--- config.mk ---
export PLATFORM = sky130hd
export DESIGN_NAME = genotype_compact_encoder_flat
export DESIGN_NICKNAME = d
export VERILOG_FILES = /design/src/rtl/core/gce_pkg.sv /design/src/rtl/core/gce_sample_if.sv /design/src/rtl/core/gce_result_if.sv /design/src/rtl/core/gce_cfg_if.sv /design/src/rtl/core/gce_front.sv /design/src/rtl/core/gce_queue.sv /design/src/rtl/core/gce_back.sv /design/src/rtl/core/genotype_compact_encoder.sv /design/src/flat_wrapper.sv
export SDC_FILE = /design/constraint.sdc
export NUM_CORES = 2
export LEC_CHECK = 0
export BUFFER_PORTS_ARGS = -buffer_cell sky130_fd_sc_hd__buf_2
export CAP_MARGIN = 5
export CORE_ASPECT_RATIO = 0.9
export CORE_MARGIN = 4
export CORE_UTILIZATION = 60
export CTS_BUF_LIST = sky130_fd_sc_hd__clkbuf_8
export CTS_CLUSTER_DIAMETER = 50
export DETAILED_ROUTE_END_ITERATION = 10
export HOLD_SLACK_MARGIN = 0.08
export PLACE_DENSITY = 0.79
export REMOVE_ABC_BUFFERS = 1
export SETUP_SLACK_MARGIN = 0.3
export SYNTH_ARGS = -nofsm -noshare
export SYNTH_HDL_FRONTEND = slang
export SYNTH_SLANG_ARGS = --single-unit
--- constraint.sdc ---
create_clock -name clk -period 13.55 [get_ports clk]
set_clock_uncertainty 0.05 [all_clocks]
set_input_delay 2.0325 -clock clk [delete_from_list [all_inputs] [get_ports clk]]
set_output_delay 2.0325 -clock clk [all_outputs]
set_load 0.005 [all_outputs]
--- src/rtl/core/gce_pkg.sv ---
// ----------------------------------------------------------------------------
// gce_pkg
// Shared constants, codes and types of the genotype compact encoder.
// ----------------------------------------------------------------------------
`default_nettype none

package gce_pkg;

	// number format and record limits
	localparam int FRACTION_BITS = 28;
	localparam int MAX_SAMPLES   = 1048576;

	// field widths
	localparam int DATA_W     = 32;
	localparam int SCALE_W    = 16;
	localparam int TOL_W      = 29;
	localparam int COUNT_W    = 21;
	localparam int WORD_W     = 16;
	localparam int REGION_W   = 2;
	localparam int POS_W      = 22;
	localparam int BYTES_W    = 24;
	localparam int STATUS_W   = 3;
	localparam int CFG_IDX_W  = 2;
	localparam int CFG_DATA_W = 29;

	// internal widths
	localparam int IDX_W   = $clog2(MAX_SAMPLES + 1);
	localparam int EXTRA_W = 22;
	localparam int LIM_W   = ((IDX_W > COUNT_W) ? IDX_W : COUNT_W) + 1;
	localparam int VAL_W   = FRACTION_BITS + 2;
	localparam int ERR_W   = DATA_W + 4;
	localparam int MAG_W   = ERR_W - 1;
	localparam int PROD_W  = VAL_W + SCALE_W;

	localparam int QUEUE_DEPTH = 4;
	localparam int QPTR_W      = $clog2(QUEUE_DEPTH);

	// fixed point one and two in the error datapath width
	localparam logic signed [ERR_W-1:0] ONE_E = ERR_W'(1) << FRACTION_BITS;
	localparam logic signed [ERR_W-1:0] TWO_E = ERR_W'(2) << FRACTION_BITS;

	// round to nearest, exact ties down
	localparam logic [PROD_W:0] ROUND_ADD = (PROD_W + 1)'((64'(1) << (FRACTION_BITS - 1)) - 1);
	localparam logic [WORD_W-1:0] WORD_MAX         = 16'hFFFF;
	localparam logic [WORD_W-1:0] WORD_ALL_MISSING = 16'hFFFF;
	localparam logic [WORD_W-1:0] WORD_EXTRA_FLAG  = 16'h8000;
	localparam logic [WORD_W-1:0] WORD_ZERO        = 16'h0000;

	// register reset values
	localparam logic [SCALE_W-1:0] SCALE_RST        = 16'd10000;
	localparam logic [TOL_W-1:0]   CHECK_TOL_RST    = 29'd2684355;
	localparam logic [TOL_W-1:0]   WRITE_TOL_RST    = 29'd268;
	localparam logic [COUNT_W-1:0] SAMPLE_COUNT_RST = 21'd1;

	typedef enum logic [CFG_IDX_W-1:0] {
		REG_SCALE        = 2'd0,
		REG_CHECK_TOL    = 2'd1,
		REG_WRITE_TOL    = 2'd2,
		REG_SAMPLE_COUNT = 2'd3
	} reg_idx_t;

	typedef enum logic [STATUS_W-1:0] {
		STAT_OK           = 3'd0,
		STAT_RANGE        = 3'd1,
		STAT_INCONSISTENT = 3'd2,
		STAT_PART_MISSING = 3'd3,
		STAT_COUNT        = 3'd4
	} status_t;

	typedef enum logic [REGION_W-1:0] {
		REGION_PRIMARY = 2'd0,
		REGION_EXTRA   = 2'd1,
		REGION_LENGTH  = 2'd2
	} region_t;

	// what the primary word of a sample is
	typedef enum logic [1:0] {
		PRIM_SKIP    = 2'd0,
		PRIM_MISSING = 2'd1,
		PRIM_ERROR   = 2'd2,
		PRIM_VALUE   = 2'd3
	} prim_kind_t;

	typedef struct packed {
		logic [SCALE_W-1:0] scale;
		logic [TOL_W-1:0]   check_tol;
		logic [TOL_W-1:0]   write_tol;
		logic [COUNT_W-1:0] sample_count;
	} cfg_t;

	// one classified sample, handed from front to back
	typedef struct packed {
		prim_kind_t         prim;
		status_t            status;
		logic [1:0]         n_extra;
		logic [IDX_W-1:0]   pos;
		logic [EXTRA_W-1:0] extra_base;
		logic [VAL_W-1:0]   d;
		logic [VAL_W-1:0]   p0;
		logic [VAL_W-1:0]   p1;
		logic [VAL_W-1:0]   p2;
		logic               report;
		status_t            report_status;
		logic [BYTES_W-1:0] bytes;
	} job_t;

endpackage

`default_nettype wire

--- src/rtl/core/gce_sample_if.sv ---
// ----------------------------------------------------------------------------
// gce_sample_if
// Input channel: one sample per item.
// ----------------------------------------------------------------------------
`default_nettype none

interface gce_sample_if import gce_pkg::*; ();
	logic                     valid;
	logic                     ready;
	logic signed [DATA_W-1:0] dosage;
	logic signed [DATA_W-1:0] prob_zero;
	logic signed [DATA_W-1:0] prob_one;
	logic signed [DATA_W-1:0] prob_two;
	logic                     dosage_missing;
	logic                     zero_missing;
	logic                     one_missing;
	logic                     two_missing;
	logic                     final_sample;

	modport source (
		output valid, dosage, prob_zero, prob_one, prob_two,
		output dosage_missing, zero_missing, one_missing, two_missing, final_sample,
		input  ready
	);
	modport sink (
		input  valid, dosage, prob_zero, prob_one, prob_two,
		input  dosage_missing, zero_missing, one_missing, two_missing, final_sample,
		output ready
	);
endinterface

`default_nettype wire

--- src/rtl/core/gce_result_if.sv ---
// ----------------------------------------------------------------------------
// gce_result_if
// Output channel: one encoded word or length report per item.
// ----------------------------------------------------------------------------
`default_nettype none

interface gce_result_if import gce_pkg::*; ();
	logic                valid;
	logic                ready;
	logic [WORD_W-1:0]   word;
	logic [REGION_W-1:0] region;
	logic [POS_W-1:0]    position;
	logic [BYTES_W-1:0]  record_bytes;
	logic [STATUS_W-1:0] status;
	logic                run_end;

	modport source (
		output valid, word, region, position, record_bytes, status, run_end,
		input  ready
	);
	modport sink (
		input  valid, word, region, position, record_bytes, status, run_end,
		output ready
	);
endinterface

`default_nettype wire

--- src/rtl/core/gce_cfg_if.sv ---
// ----------------------------------------------------------------------------
// gce_cfg_if
// Configuration write channel: register index and data.
// ----------------------------------------------------------------------------
`default_nettype none

interface gce_cfg_if import gce_pkg::*; ();
	logic                  valid;
	logic                  ready;
	logic [CFG_IDX_W-1:0]  index;
	logic [CFG_DATA_W-1:0] data;

	modport source (output valid, index, data, input ready);
	modport sink (input valid, index, data, output ready);
endinterface

`default_nettype wire

--- src/rtl/core/gce_front.sv ---
// ----------------------------------------------------------------------------
// gce_front
// Accepts samples, checks range and consistency, keeps record state and
// hands one job per sample that has results to the queue.
// ----------------------------------------------------------------------------
`default_nettype none

module gce_front import gce_pkg::*; (
	input  logic       clk,
	input  logic       arst_n,
	gce_sample_if.sink sample,
	input  cfg_t       cfg,
	input  logic       full,
	output logic       push,
	output job_t       push_job
);

	// stage 1: registered sample with range flags and error magnitudes
	logic               valid_s1;
	logic [VAL_W-1:0]   d_s1, p0_s1, p1_s1, p2_s1;
	logic               range_bad_s1;
	logic               all_miss_s1, any_miss_s1, final_s1;
	logic [MAG_W-1:0]   e1_s1, e2_s1;

	// record state
	logic [IDX_W-1:0]   idx_q;
	logic [EXTRA_W-1:0] extra_q;
	logic               failed_q;

	logic signed [ERR_W-1:0] d_x, p0_x, p1_x, p2_x, e1_raw, e2_raw;
	logic [MAG_W-1:0]   e1_abs, e2_abs;
	logic               range_bad;
	logic               adv, load;

	logic [LIM_W-1:0]   cnt_w, max_w, limit, idx_w;
	logic               too_many, mismatch, has_job;
	prim_kind_t         prim;
	status_t            stat;
	logic [1:0]         n_extra;
	logic               failed_next;
	logic [IDX_W-1:0]   idx_next;
	logic [EXTRA_W-1:0] extra_next;
	logic [EXTRA_W:0]   total;

	always_comb begin
		d_x  = {{(ERR_W-DATA_W){sample.dosage[DATA_W-1]}}, sample.dosage};
		p0_x = {{(ERR_W-DATA_W){sample.prob_zero[DATA_W-1]}}, sample.prob_zero};
		p1_x = {{(ERR_W-DATA_W){sample.prob_one[DATA_W-1]}}, sample.prob_one};
		p2_x = {{(ERR_W-DATA_W){sample.prob_two[DATA_W-1]}}, sample.prob_two};
		e1_raw = ONE_E - p0_x - p1_x - p2_x;
		e2_raw = d_x - p1_x - (p2_x <<< 1);
		e1_abs = e1_raw[ERR_W-1] ? MAG_W'(-e1_raw) : MAG_W'(e1_raw);
		e2_abs = e2_raw[ERR_W-1] ? MAG_W'(-e2_raw) : MAG_W'(e2_raw);
		range_bad = d_x[ERR_W-1] || (d_x > TWO_E)
			|| p0_x[ERR_W-1] || (p0_x > ONE_E)
			|| p1_x[ERR_W-1] || (p1_x > ONE_E)
			|| p2_x[ERR_W-1] || (p2_x > ONE_E);
	end

	assign adv          = valid_s1 && !full;
	assign sample.ready = !valid_s1 || adv;
	assign load         = sample.valid && sample.ready;

	always_ff @(posedge clk or negedge arst_n) begin
		if (!arst_n) begin
			valid_s1 <= 1'b0;
		end else if (load) begin
			valid_s1 <= 1'b1;
		end else if (adv) begin
			valid_s1 <= 1'b0;
		end
	end

	always_ff @(posedge clk) begin
		if (load) begin
			d_s1         <= sample.dosage[VAL_W-1:0];
			p0_s1        <= sample.prob_zero[VAL_W-1:0];
			p1_s1        <= sample.prob_one[VAL_W-1:0];
			p2_s1        <= sample.prob_two[VAL_W-1:0];
			range_bad_s1 <= range_bad;
			all_miss_s1  <= sample.dosage_missing && sample.zero_missing
				&& sample.one_missing && sample.two_missing;
			any_miss_s1  <= sample.dosage_missing || sample.zero_missing
				|| sample.one_missing || sample.two_missing;
			final_s1     <= sample.final_sample;
			e1_s1        <= e1_abs;
			e2_s1        <= e2_abs;
		end
	end

	// classification against the record state
	always_comb begin
		cnt_w    = LIM_W'(cfg.sample_count);
		max_w    = LIM_W'(MAX_SAMPLES);
		limit    = (cnt_w < max_w) ? cnt_w : max_w;
		idx_w    = LIM_W'(idx_q);
		too_many = idx_w >= limit;
		mismatch = too_many || ((idx_w + LIM_W'(1)) != cnt_w);

		prim    = PRIM_SKIP;
		stat    = STAT_OK;
		n_extra = 2'd0;
		if (!failed_q) begin
			if (too_many) begin
				prim = PRIM_ERROR;
				stat = STAT_COUNT;
			end else if (all_miss_s1) begin
				prim = PRIM_MISSING;
			end else if (any_miss_s1) begin
				prim = PRIM_ERROR;
				stat = STAT_PART_MISSING;
			end else if (range_bad_s1) begin
				prim = PRIM_ERROR;
				stat = STAT_RANGE;
			end else if (e1_s1 > MAG_W'(cfg.check_tol) || e2_s1 > MAG_W'(cfg.check_tol)) begin
				prim = PRIM_ERROR;
				stat = STAT_INCONSISTENT;
			end else begin
				prim = PRIM_VALUE;
				if (e1_s1 > MAG_W'(cfg.write_tol) || e2_s1 > MAG_W'(cfg.write_tol)) begin
					n_extra = 2'd3;
				end else if (p0_s1 != '0 && p2_s1 != '0) begin
					n_extra = 2'd1;
				end
			end
		end

		failed_next = failed_q || (prim == PRIM_ERROR);
		idx_next    = too_many ? idx_q : idx_q + 1'b1;
		extra_next  = extra_q + EXTRA_W'(n_extra);
		total       = (EXTRA_W + 1)'(idx_next) + (EXTRA_W + 1)'(extra_next);
		has_job     = (prim != PRIM_SKIP) || final_s1;

		push_job.prim          = prim;
		push_job.status        = stat;
		push_job.n_extra       = n_extra;
		push_job.pos           = idx_q;
		push_job.extra_base    = extra_q;
		push_job.d             = d_s1;
		push_job.p0            = p0_s1;
		push_job.p1            = p1_s1;
		push_job.p2            = p2_s1;
		push_job.report        = final_s1;
		push_job.report_status = mismatch ? STAT_COUNT : STAT_OK;
		push_job.bytes         = (mismatch || failed_next) ? '0 : BYTES_W'({total, 1'b0});
	end

	assign push = adv && has_job;

	always_ff @(posedge clk or negedge arst_n) begin
		if (!arst_n) begin
			idx_q    <= '0;
			extra_q  <= '0;
			failed_q <= 1'b0;
		end else if (adv) begin
			if (final_s1) begin
				idx_q    <= '0;
				extra_q  <= '0;
				failed_q <= 1'b0;
			end else begin
				idx_q    <= idx_next;
				extra_q  <= extra_next;
				failed_q <= failed_next;
			end
		end
	end

endmodule

`default_nettype wire

--- src/rtl/core/gce_queue.sv ---
// ----------------------------------------------------------------------------
// gce_queue
// Short job queue between the classifying front and the emitting back.
// ----------------------------------------------------------------------------
`default_nettype none

module gce_queue import gce_pkg::*; (
	input  logic clk,
	input  logic arst_n,
	input  logic push,
	input  job_t push_job,
	output logic full,
	input  logic pop,
	output logic head_valid,
	output job_t head
);

	job_t              mem_q [QUEUE_DEPTH];
	logic [QPTR_W-1:0] wr_ptr_q, rd_ptr_q;
	logic [QPTR_W:0]   count_q;

	assign full       = count_q == (QPTR_W + 1)'(QUEUE_DEPTH);
	assign head_valid = count_q != '0;
	assign head       = mem_q[rd_ptr_q];

	always_ff @(posedge clk) begin
		if (push) begin
			mem_q[wr_ptr_q] <= push_job;
		end
	end

	always_ff @(posedge clk or negedge arst_n) begin
		if (!arst_n) begin
			wr_ptr_q <= '0;
			rd_ptr_q <= '0;
			count_q  <= '0;
		end else begin
			if (push) begin
				wr_ptr_q <= (wr_ptr_q == QPTR_W'(QUEUE_DEPTH - 1)) ? '0 : wr_ptr_q + 1'b1;
			end
			if (pop) begin
				rd_ptr_q <= (rd_ptr_q == QPTR_W'(QUEUE_DEPTH - 1)) ? '0 : rd_ptr_q + 1'b1;
			end
			if (push && !pop) begin
				count_q <= count_q + 1'b1;
			end else if (pop && !push) begin
				count_q <= count_q - 1'b1;
			end
		end
	end

endmodule

`default_nettype wire

--- src/rtl/core/gce_back.sv ---
// ----------------------------------------------------------------------------
// gce_back
// Walks the head job one result per cycle unless the result channel stalls,
// quantizes through a shared multiplier, drives the registered result channel.
// ----------------------------------------------------------------------------
`default_nettype none

module gce_back import gce_pkg::*; (
	input  logic               clk,
	input  logic               arst_n,
	input  logic               head_valid,
	input  job_t               head,
	output logic               pop,
	input  logic [SCALE_W-1:0] scale,
	gce_result_if.source       result
);

	logic       prim_done_q;
	logic [1:0] ext_idx_q;

	logic       en, issue, do_prim, do_ext, last;

	// issued step
	logic                valid_s1;
	logic [VAL_W-1:0]    val_s1;
	logic [WORD_W-1:0]   word_s1;
	region_t             region_s1;
	logic [POS_W-1:0]    pos_s1;
	logic [BYTES_W-1:0]  bytes_s1;
	status_t             status_s1;
	logic                end_s1;

	// product
	logic                valid_s2;
	logic [PROD_W-1:0]   prod_s2;
	logic [WORD_W-1:0]   word_s2;
	region_t             region_s2;
	logic [POS_W-1:0]    pos_s2;
	logic [BYTES_W-1:0]  bytes_s2;
	status_t             status_s2;
	logic                end_s2;

	logic [VAL_W-1:0]    val_n;
	logic [WORD_W-1:0]   word_n;
	region_t             region_n;
	logic [POS_W-1:0]    pos_n;
	logic [BYTES_W-1:0]  bytes_n;
	status_t             status_n;

	logic [PROD_W:0]                 rounded;
	logic [PROD_W-FRACTION_BITS:0]   q_full;
	logic [WORD_W-1:0]               q_sat;

	assign en    = !result.valid || result.ready;
	assign issue = en && head_valid;
	assign pop   = issue && last;

	// step selection and descriptor of the step
	always_comb begin
		do_prim = (head.prim != PRIM_SKIP) && !prim_done_q;
		do_ext  = !do_prim && (ext_idx_q < head.n_extra);

		val_n    = '0;
		word_n   = WORD_ZERO;
		region_n = REGION_PRIMARY;
		pos_n    = POS_W'(head.pos);
		bytes_n  = '0;
		status_n = STAT_OK;
		last     = 1'b1;

		if (do_prim) begin
			last = (head.n_extra == 2'd0) && !head.report;
			case (head.prim)
				PRIM_MISSING: word_n = WORD_ALL_MISSING;
				PRIM_ERROR:   status_n = head.status;
				PRIM_VALUE: begin
					val_n  = head.d;
					word_n = (head.n_extra != 2'd0) ? WORD_EXTRA_FLAG : WORD_ZERO;
				end
				default: ;
			endcase
		end else if (do_ext) begin
			last     = ((ext_idx_q + 2'd1) == head.n_extra) && !head.report;
			region_n = REGION_EXTRA;
			pos_n    = POS_W'(head.extra_base + EXTRA_W'(ext_idx_q));
			case (ext_idx_q)
				2'd0: begin
					val_n  = head.p1;
					word_n = (head.n_extra == 2'd3) ? WORD_EXTRA_FLAG : WORD_ZERO;
				end
				2'd1:    val_n = head.p0;
				default: val_n = head.p2;
			endcase
		end else begin
			region_n = REGION_LENGTH;
			pos_n    = '0;
			bytes_n  = head.bytes;
			status_n = head.report_status;
		end
	end

	always_ff @(posedge clk or negedge arst_n) begin
		if (!arst_n) begin
			prim_done_q <= 1'b0;
			ext_idx_q   <= '0;
		end else if (issue) begin
			if (last) begin
				prim_done_q <= 1'b0;
				ext_idx_q   <= '0;
			end else if (do_prim) begin
				prim_done_q <= 1'b1;
			end else begin
				ext_idx_q <= ext_idx_q + 2'd1;
			end
		end
	end

	// round to nearest and saturate
	always_comb begin
		rounded = {1'b0, prod_s2} + ROUND_ADD;
		q_full  = rounded[PROD_W:FRACTION_BITS];
		q_sat   = (q_full > (PROD_W - FRACTION_BITS + 1)'(WORD_MAX))
			? WORD_MAX : q_full[WORD_W-1:0];
	end

	always_ff @(posedge clk or negedge arst_n) begin
		if (!arst_n) begin
			valid_s1     <= 1'b0;
			valid_s2     <= 1'b0;
			result.valid <= 1'b0;
		end else if (en) begin
			valid_s1     <= issue;
			valid_s2     <= valid_s1;
			result.valid <= valid_s2;
		end
	end

	always_ff @(posedge clk) begin
		if (en) begin
			val_s1    <= val_n;
			word_s1   <= word_n;
			region_s1 <= region_n;
			pos_s1    <= pos_n;
			bytes_s1  <= bytes_n;
			status_s1 <= status_n;
			end_s1    <= last;

			prod_s2   <= val_s1 * scale;
			word_s2   <= word_s1;
			region_s2 <= region_s1;
			pos_s2    <= pos_s1;
			bytes_s2  <= bytes_s1;
			status_s2 <= status_s1;
			end_s2    <= end_s1;

			result.word         <= q_sat | word_s2;
			result.region       <= region_s2;
			result.position     <= pos_s2;
			result.record_bytes <= bytes_s2;
			result.status       <= status_s2;
			result.run_end      <= end_s2;
		end
	end

endmodule

`default_nettype wire

--- src/rtl/core/genotype_compact_encoder.sv ---
// ----------------------------------------------------------------------------
// genotype_compact_encoder
// Encodes dosage samples of a record into 16-bit words with optional extra
// probability words and a closing byte-length report.
// ----------------------------------------------------------------------------
// A sample item enters a front that checks missing flags, range and the two
// consistency errors and keeps the record state; it can take a new item
// every cycle until its four-entry job queue is full. The back walks the job
// at the queue head and makes one result item per cycle unless the result
// channel stalls, through a single 30x16 multiplier, so a sample takes one
// back step per result: a primary word, one or three extra words and, on a
// record's last sample, the length report. Samples of a failed record that
// cause no result pass the front and never reach the back. A sample passes
// the front register, the job queue and the back's issue, product and result
// registers. The result channel is registered; configuration writes are
// always ready and apply at once, so write them only while the block is idle.
// ----------------------------------------------------------------------------
`default_nettype none

module genotype_compact_encoder import gce_pkg::*; (
	input  logic         clk,
	input  logic         arst_n,
	gce_sample_if.sink   sample,
	gce_result_if.source result,
	gce_cfg_if.sink      cfg
);

	// configuration registers
	logic [SCALE_W-1:0] scale_q;
	logic [TOL_W-1:0]   check_tol_q;
	logic [TOL_W-1:0]   write_tol_q;
	logic [COUNT_W-1:0] sample_count_q;
	cfg_t               cfg_regs;

	// front to queue
	logic push, full;
	job_t push_job;

	// queue to back
	logic head_valid, pop;
	job_t head;

	assign cfg.ready = 1'b1;

	always_ff @(posedge clk or negedge arst_n) begin
		if (!arst_n) begin
			scale_q        <= SCALE_RST;
			check_tol_q    <= CHECK_TOL_RST;
			write_tol_q    <= WRITE_TOL_RST;
			sample_count_q <= SAMPLE_COUNT_RST;
		end else if (cfg.valid) begin
			unique case (reg_idx_t'(cfg.index))
				REG_SCALE:        scale_q        <= cfg.data[SCALE_W-1:0];
				REG_CHECK_TOL:    check_tol_q    <= cfg.data[TOL_W-1:0];
				REG_WRITE_TOL:    write_tol_q    <= cfg.data[TOL_W-1:0];
				REG_SAMPLE_COUNT: sample_count_q <= cfg.data[COUNT_W-1:0];
				default: ;
			endcase
		end
	end

	always_comb begin
		cfg_regs.scale        = scale_q;
		cfg_regs.check_tol    = check_tol_q;
		cfg_regs.write_tol    = write_tol_q;
		cfg_regs.sample_count = sample_count_q;
	end

	// classify samples, keep sample index, extra count and failure flag
	gce_front u_front (
		.clk      (clk),
		.arst_n   (arst_n),
		.sample   (sample),
		.cfg      (cfg_regs),
		.full     (full),
		.push     (push),
		.push_job (push_job)
	);

	// decouples front and back so each side stalls on its own
	gce_queue u_queue (
		.clk        (clk),
		.arst_n     (arst_n),
		.push       (push),
		.push_job   (push_job),
		.full       (full),
		.pop        (pop),
		.head_valid (head_valid),
		.head       (head)
	);

	// one result per cycle unless stalled, quantized by the shared multiplier
	gce_back u_back (
		.clk        (clk),
		.arst_n     (arst_n),
		.head_valid (head_valid),
		.head       (head),
		.pop        (pop),
		.scale      (scale_q),
		.result     (result)
	);

endmodule

`default_nettype wire

--- src/flat_wrapper.sv ---
// flat-port wrapper written by rule: the top's interface ports become plain ports
module genotype_compact_encoder_flat import gce_pkg::*;
  (clk, arst_n, sample_valid, sample_dosage, sample_prob_zero, sample_prob_one, sample_prob_two, sample_dosage_missing, sample_zero_missing, sample_one_missing, sample_two_missing, sample_final_sample, sample_ready, result_valid, result_word, result_region, result_position, result_record_bytes, result_status, result_run_end, result_ready, cfg_valid, cfg_index, cfg_data, cfg_ready);
  gce_sample_if sample_i ();
  gce_result_if result_i ();
  gce_cfg_if cfg_i ();
  input  logic clk;
  input  logic arst_n;
  input wire logic [$bits(sample_i.valid)-1:0] sample_valid;
  input wire logic [$bits(sample_i.dosage)-1:0] sample_dosage;
  input wire logic [$bits(sample_i.prob_zero)-1:0] sample_prob_zero;
  input wire logic [$bits(sample_i.prob_one)-1:0] sample_prob_one;
  input wire logic [$bits(sample_i.prob_two)-1:0] sample_prob_two;
  input wire logic [$bits(sample_i.dosage_missing)-1:0] sample_dosage_missing;
  input wire logic [$bits(sample_i.zero_missing)-1:0] sample_zero_missing;
  input wire logic [$bits(sample_i.one_missing)-1:0] sample_one_missing;
  input wire logic [$bits(sample_i.two_missing)-1:0] sample_two_missing;
  input wire logic [$bits(sample_i.final_sample)-1:0] sample_final_sample;
  output wire logic [$bits(sample_i.ready)-1:0] sample_ready;
  output wire logic [$bits(result_i.valid)-1:0] result_valid;
  output wire logic [$bits(result_i.word)-1:0] result_word;
  output wire logic [$bits(result_i.region)-1:0] result_region;
  output wire logic [$bits(result_i.position)-1:0] result_position;
  output wire logic [$bits(result_i.record_bytes)-1:0] result_record_bytes;
  output wire logic [$bits(result_i.status)-1:0] result_status;
  output wire logic [$bits(result_i.run_end)-1:0] result_run_end;
  input wire logic [$bits(result_i.ready)-1:0] result_ready;
  input wire logic [$bits(cfg_i.valid)-1:0] cfg_valid;
  input wire logic [$bits(cfg_i.index)-1:0] cfg_index;
  input wire logic [$bits(cfg_i.data)-1:0] cfg_data;
  output wire logic [$bits(cfg_i.ready)-1:0] cfg_ready;
  assign sample_i.valid = sample_valid;
  assign sample_i.dosage = sample_dosage;
  assign sample_i.prob_zero = sample_prob_zero;
  assign sample_i.prob_one = sample_prob_one;
  assign sample_i.prob_two = sample_prob_two;
  assign sample_i.dosage_missing = sample_dosage_missing;
  assign sample_i.zero_missing = sample_zero_missing;
  assign sample_i.one_missing = sample_one_missing;
  assign sample_i.two_missing = sample_two_missing;
  assign sample_i.final_sample = sample_final_sample;
  assign sample_ready = sample_i.ready;
  assign result_valid = result_i.valid;
  assign result_word = result_i.word;
  assign result_region = result_i.region;
  assign result_position = result_i.position;
  assign result_record_bytes = result_i.record_bytes;
  assign result_status = result_i.status;
  assign result_run_end = result_i.run_end;
  assign result_i.ready = result_ready;
  assign cfg_i.valid = cfg_valid;
  assign cfg_i.index = cfg_index;
  assign cfg_i.data = cfg_data;
  assign cfg_ready = cfg_i.ready;
  genotype_compact_encoder u_core (.clk(clk), .arst_n(arst_n), .sample(sample_i), .result(result_i), .cfg(cfg_i));
endmodule
==> summary.txt <==
Die X: 389 um
fmax: 122 MHz
area added between synthesis and finish: 8.99%
DR pass1 iterations: 6
hold_buf cts: 0
Slew headroom: 15.2%
dominant synthesized flop cell: edfxtp_1
clock slew at reported path FFs: 60 ps
Root Buffer: clkbuf_8
CTS H-tree depth: 4
Hold Path Stages: 0
GRT overflow: 0
Post-DP HPWL: 150 mm
area share of the largest cell type after synthesis: 46.8%
CTS Buffer Depth: 3
post-layout util: 66.1%
Total Neg Setup Slack: 0 ps
Worst Hold Class: reg2reg
maxcap violations: 0
First DRT Iteration DRCs: 5516
Core Footprint: 129000 um^2
count of final hold-check violations: 0
largest area contributor in the netlist: edfxtp_1
Starting Density: 60.6%
Routed WL: 205 mm
count leader, synth: edfxtp_1
PortBufs: 237
Area contributors post-synth: edfxtp_1 47%, fa_1 12%, ha_1 6.3%, mux4_2 5.6%, dfrtp_1 4.2%
Post-Syn Area per Cell: 13.2 um^2
CP most frequent cell: a21oi_1
post-CTS setup buffer count: 0
vias in the first global route: 50700
Synth top cells by count: 1223 x edfxtp_1, 649 x inv_1, 594 x nand2_1, 458 x fa_1, 394 x ha_1
CTS Buf Count: 208
Fillers: 9160
CP Launch Type: register
clock latency on the worst-skew pair: 960 ps
largest net degree at the start of global routing: 148
layout cells sized above 1: 14.6%
die height: 351 um
# DRC: 0
Post-Layout Cell Count: 8103
Global Route Usage Sum: 30.3%
crit path max fanout: 20
Async S/R FF share, synth: 11.1%
nets: 7222
Tmin final: 8230 ps
full die area: 137000 um^2
CP arrival: 8830 ps
WL per Instance: 25.3 um
final setup vio count: 0
Largest stage delay, worst path: 560 ps
first-pass GRT wire length: 310 mm
status: complete, no violations
Synth warnings: 0
Final Max Slew Viols: 0
RePlAce Congestion: 0.959
Resize count post-CTS: 0
Rows: 125
Setup crit end kind: register
Seq/Total Area, Yosys: 51.8%
Synth Register Bits: 1376
number of antenna violations at the first check in global routing: 14
vias per cell: 6.20
TritonCTS sink count: 1376
depth of the worst register-to-register path: 29
placed cell count: 7704
slowest stage cell on the critical path: nor4b_1
routed via count: 50200
CTS tree: yes
Cell variety after synth: 92
Slew @ Worst Pin: 1240 ps
worst setup path class: reg2reg
unrepaired setup endpoints after global routing: false
WP data required: 14150 ps
DRT antenna net count: 0
number of flops mapped to enable cells by yosys: 1223
Syn Inst Count: 5931
Post-Synthesis Cell Area: 78400 um^2
IO Pins: 240
post-route clock period utilization: 60.7%
## cells in the final DEF, fill, tap and decap left out, types with 57 or more instances in the layout
master	n
clkbuf_8	215
and2_1	166
mux2_2	105
nor3_1	57
nand4_1	74
a21oi_1	223
o21ai_0	161
ha_1	394
a21o_1	116
nand2_1	593
mux4_2	194
nand3_1	62
xor2_1	100
dfrtp_1	130
fa_1	458
nor2_1	181
buf_2	236
inv_1	720
edfxtp_1	1223
nor2b_1	58
nor4_1	70
xnor2_1	148
## layout make-up
class,instances,area (um^2),area share [%]
inverters,649,2440,2.85
clock inverters,172,1110,1.29
flip-flops and latches,1376,40600,47.5
well taps,1714,2140,2.51
multi-input cells,3682,34600,40.5
diodes,11,27.5,0.0322
clock buffers,215,2960,3.46
repair buffers,284,1610,1.89
## critical path, delay by kind of cell (launching register included)
| family | cells | cell delay, ps |
|---|---|---|
| buffers and inverters | 1 | 480 |
| adder cells (fa/ha/maj) | 4 | 1140 |
| XOR/XNOR | 1 | 170 |
| flip-flops | 1 | 450 |
| AND/OR/NAND/NOR | 10 | 2670 |
| AO/OA/AOI/OAI | 13 | 3010 |
## metal layers
layer	global-route usage (%)	share of wire [%]
met4	11.5	4.0
met1	42.3	40
met3	6.69	9.6
met5	0	0.020
met2	47.5	46
## sequential cells by signal, summed over array words and instances (netlist names), 22 cells and up
name	count
u_core.check_tol_q	29
u_core.u_back.bytes_s1	23
u_core.u_back.bytes_s2	23
u_core.u_back.pos_s1	22
u_core.u_back.pos_s2	22
u_core.u_back.prod_s2	46
u_core.u_back.result.position	22
u_core.u_back.result.record_bytes	23
u_core.u_back.val_s1	30
u_core.u_front.d_s1	30
u_core.u_front.e1_s1	35
u_core.u_front.e2_s1	35
u_core.u_front.extra_q	22
u_core.u_front.p0_s1	30
u_core.u_front.p1_s1	30
u_core.u_front.p2_s1	30
u_core.u_queue.mem_q	780
u_core.write_tol_q	29
## cells by family after synthesis
family                     count (synthesis)  share of synthesized area [%]
AOI/OAI and AO/OA                        848                           7.17
xor gates and xnor gates                 248                           2.77
adders and majority gates                852                           18.0
buffers and inverters                    874                           4.22
DFF                                     1376                           51.8
muxes                                    307                           7.18
other                                      2                        0.00958
and+or+nand+nor                         1424                           8.90
## path summary, 6_finish.rpt
check / start / to / slack [ps]
hold reg to reg: u_core.u_back.status_s2[2] / u_core.u_back.result.status[2] / 340
hold / removal: u_core.u_back.status_s2[2] / u_core.u_back.result.status[2] / 340
setup reg to reg: u_core.sample_count_q[20] / u_core.u_queue.mem_q[3][22] / 5320
max in group asynchronous: arst_n / u_core.write_tol_q[27] / 10840
setup / recovery: u_core.sample_count_q[20] / u_core.u_queue.mem_q[3][22] / 5320
min in group asynchronous: arst_n / u_core.scale_q[5] / 1120
## per-stage QoR
stage          setup slack [ps]  hold WS (ps)  area [um^2]
6_report                   5320           343        85400
2_1_floorplan              1100           350        77500
4_1_cts                    5500           334        85400
5_1_grt                    4680           370        85400
3_3_place_gp               5920           352        81300
3_5_place_dp               5550           355        81300
Power is not shown: default switching activity piles up to over one toggle a cycle in this logic, so the estimate is an artifact.
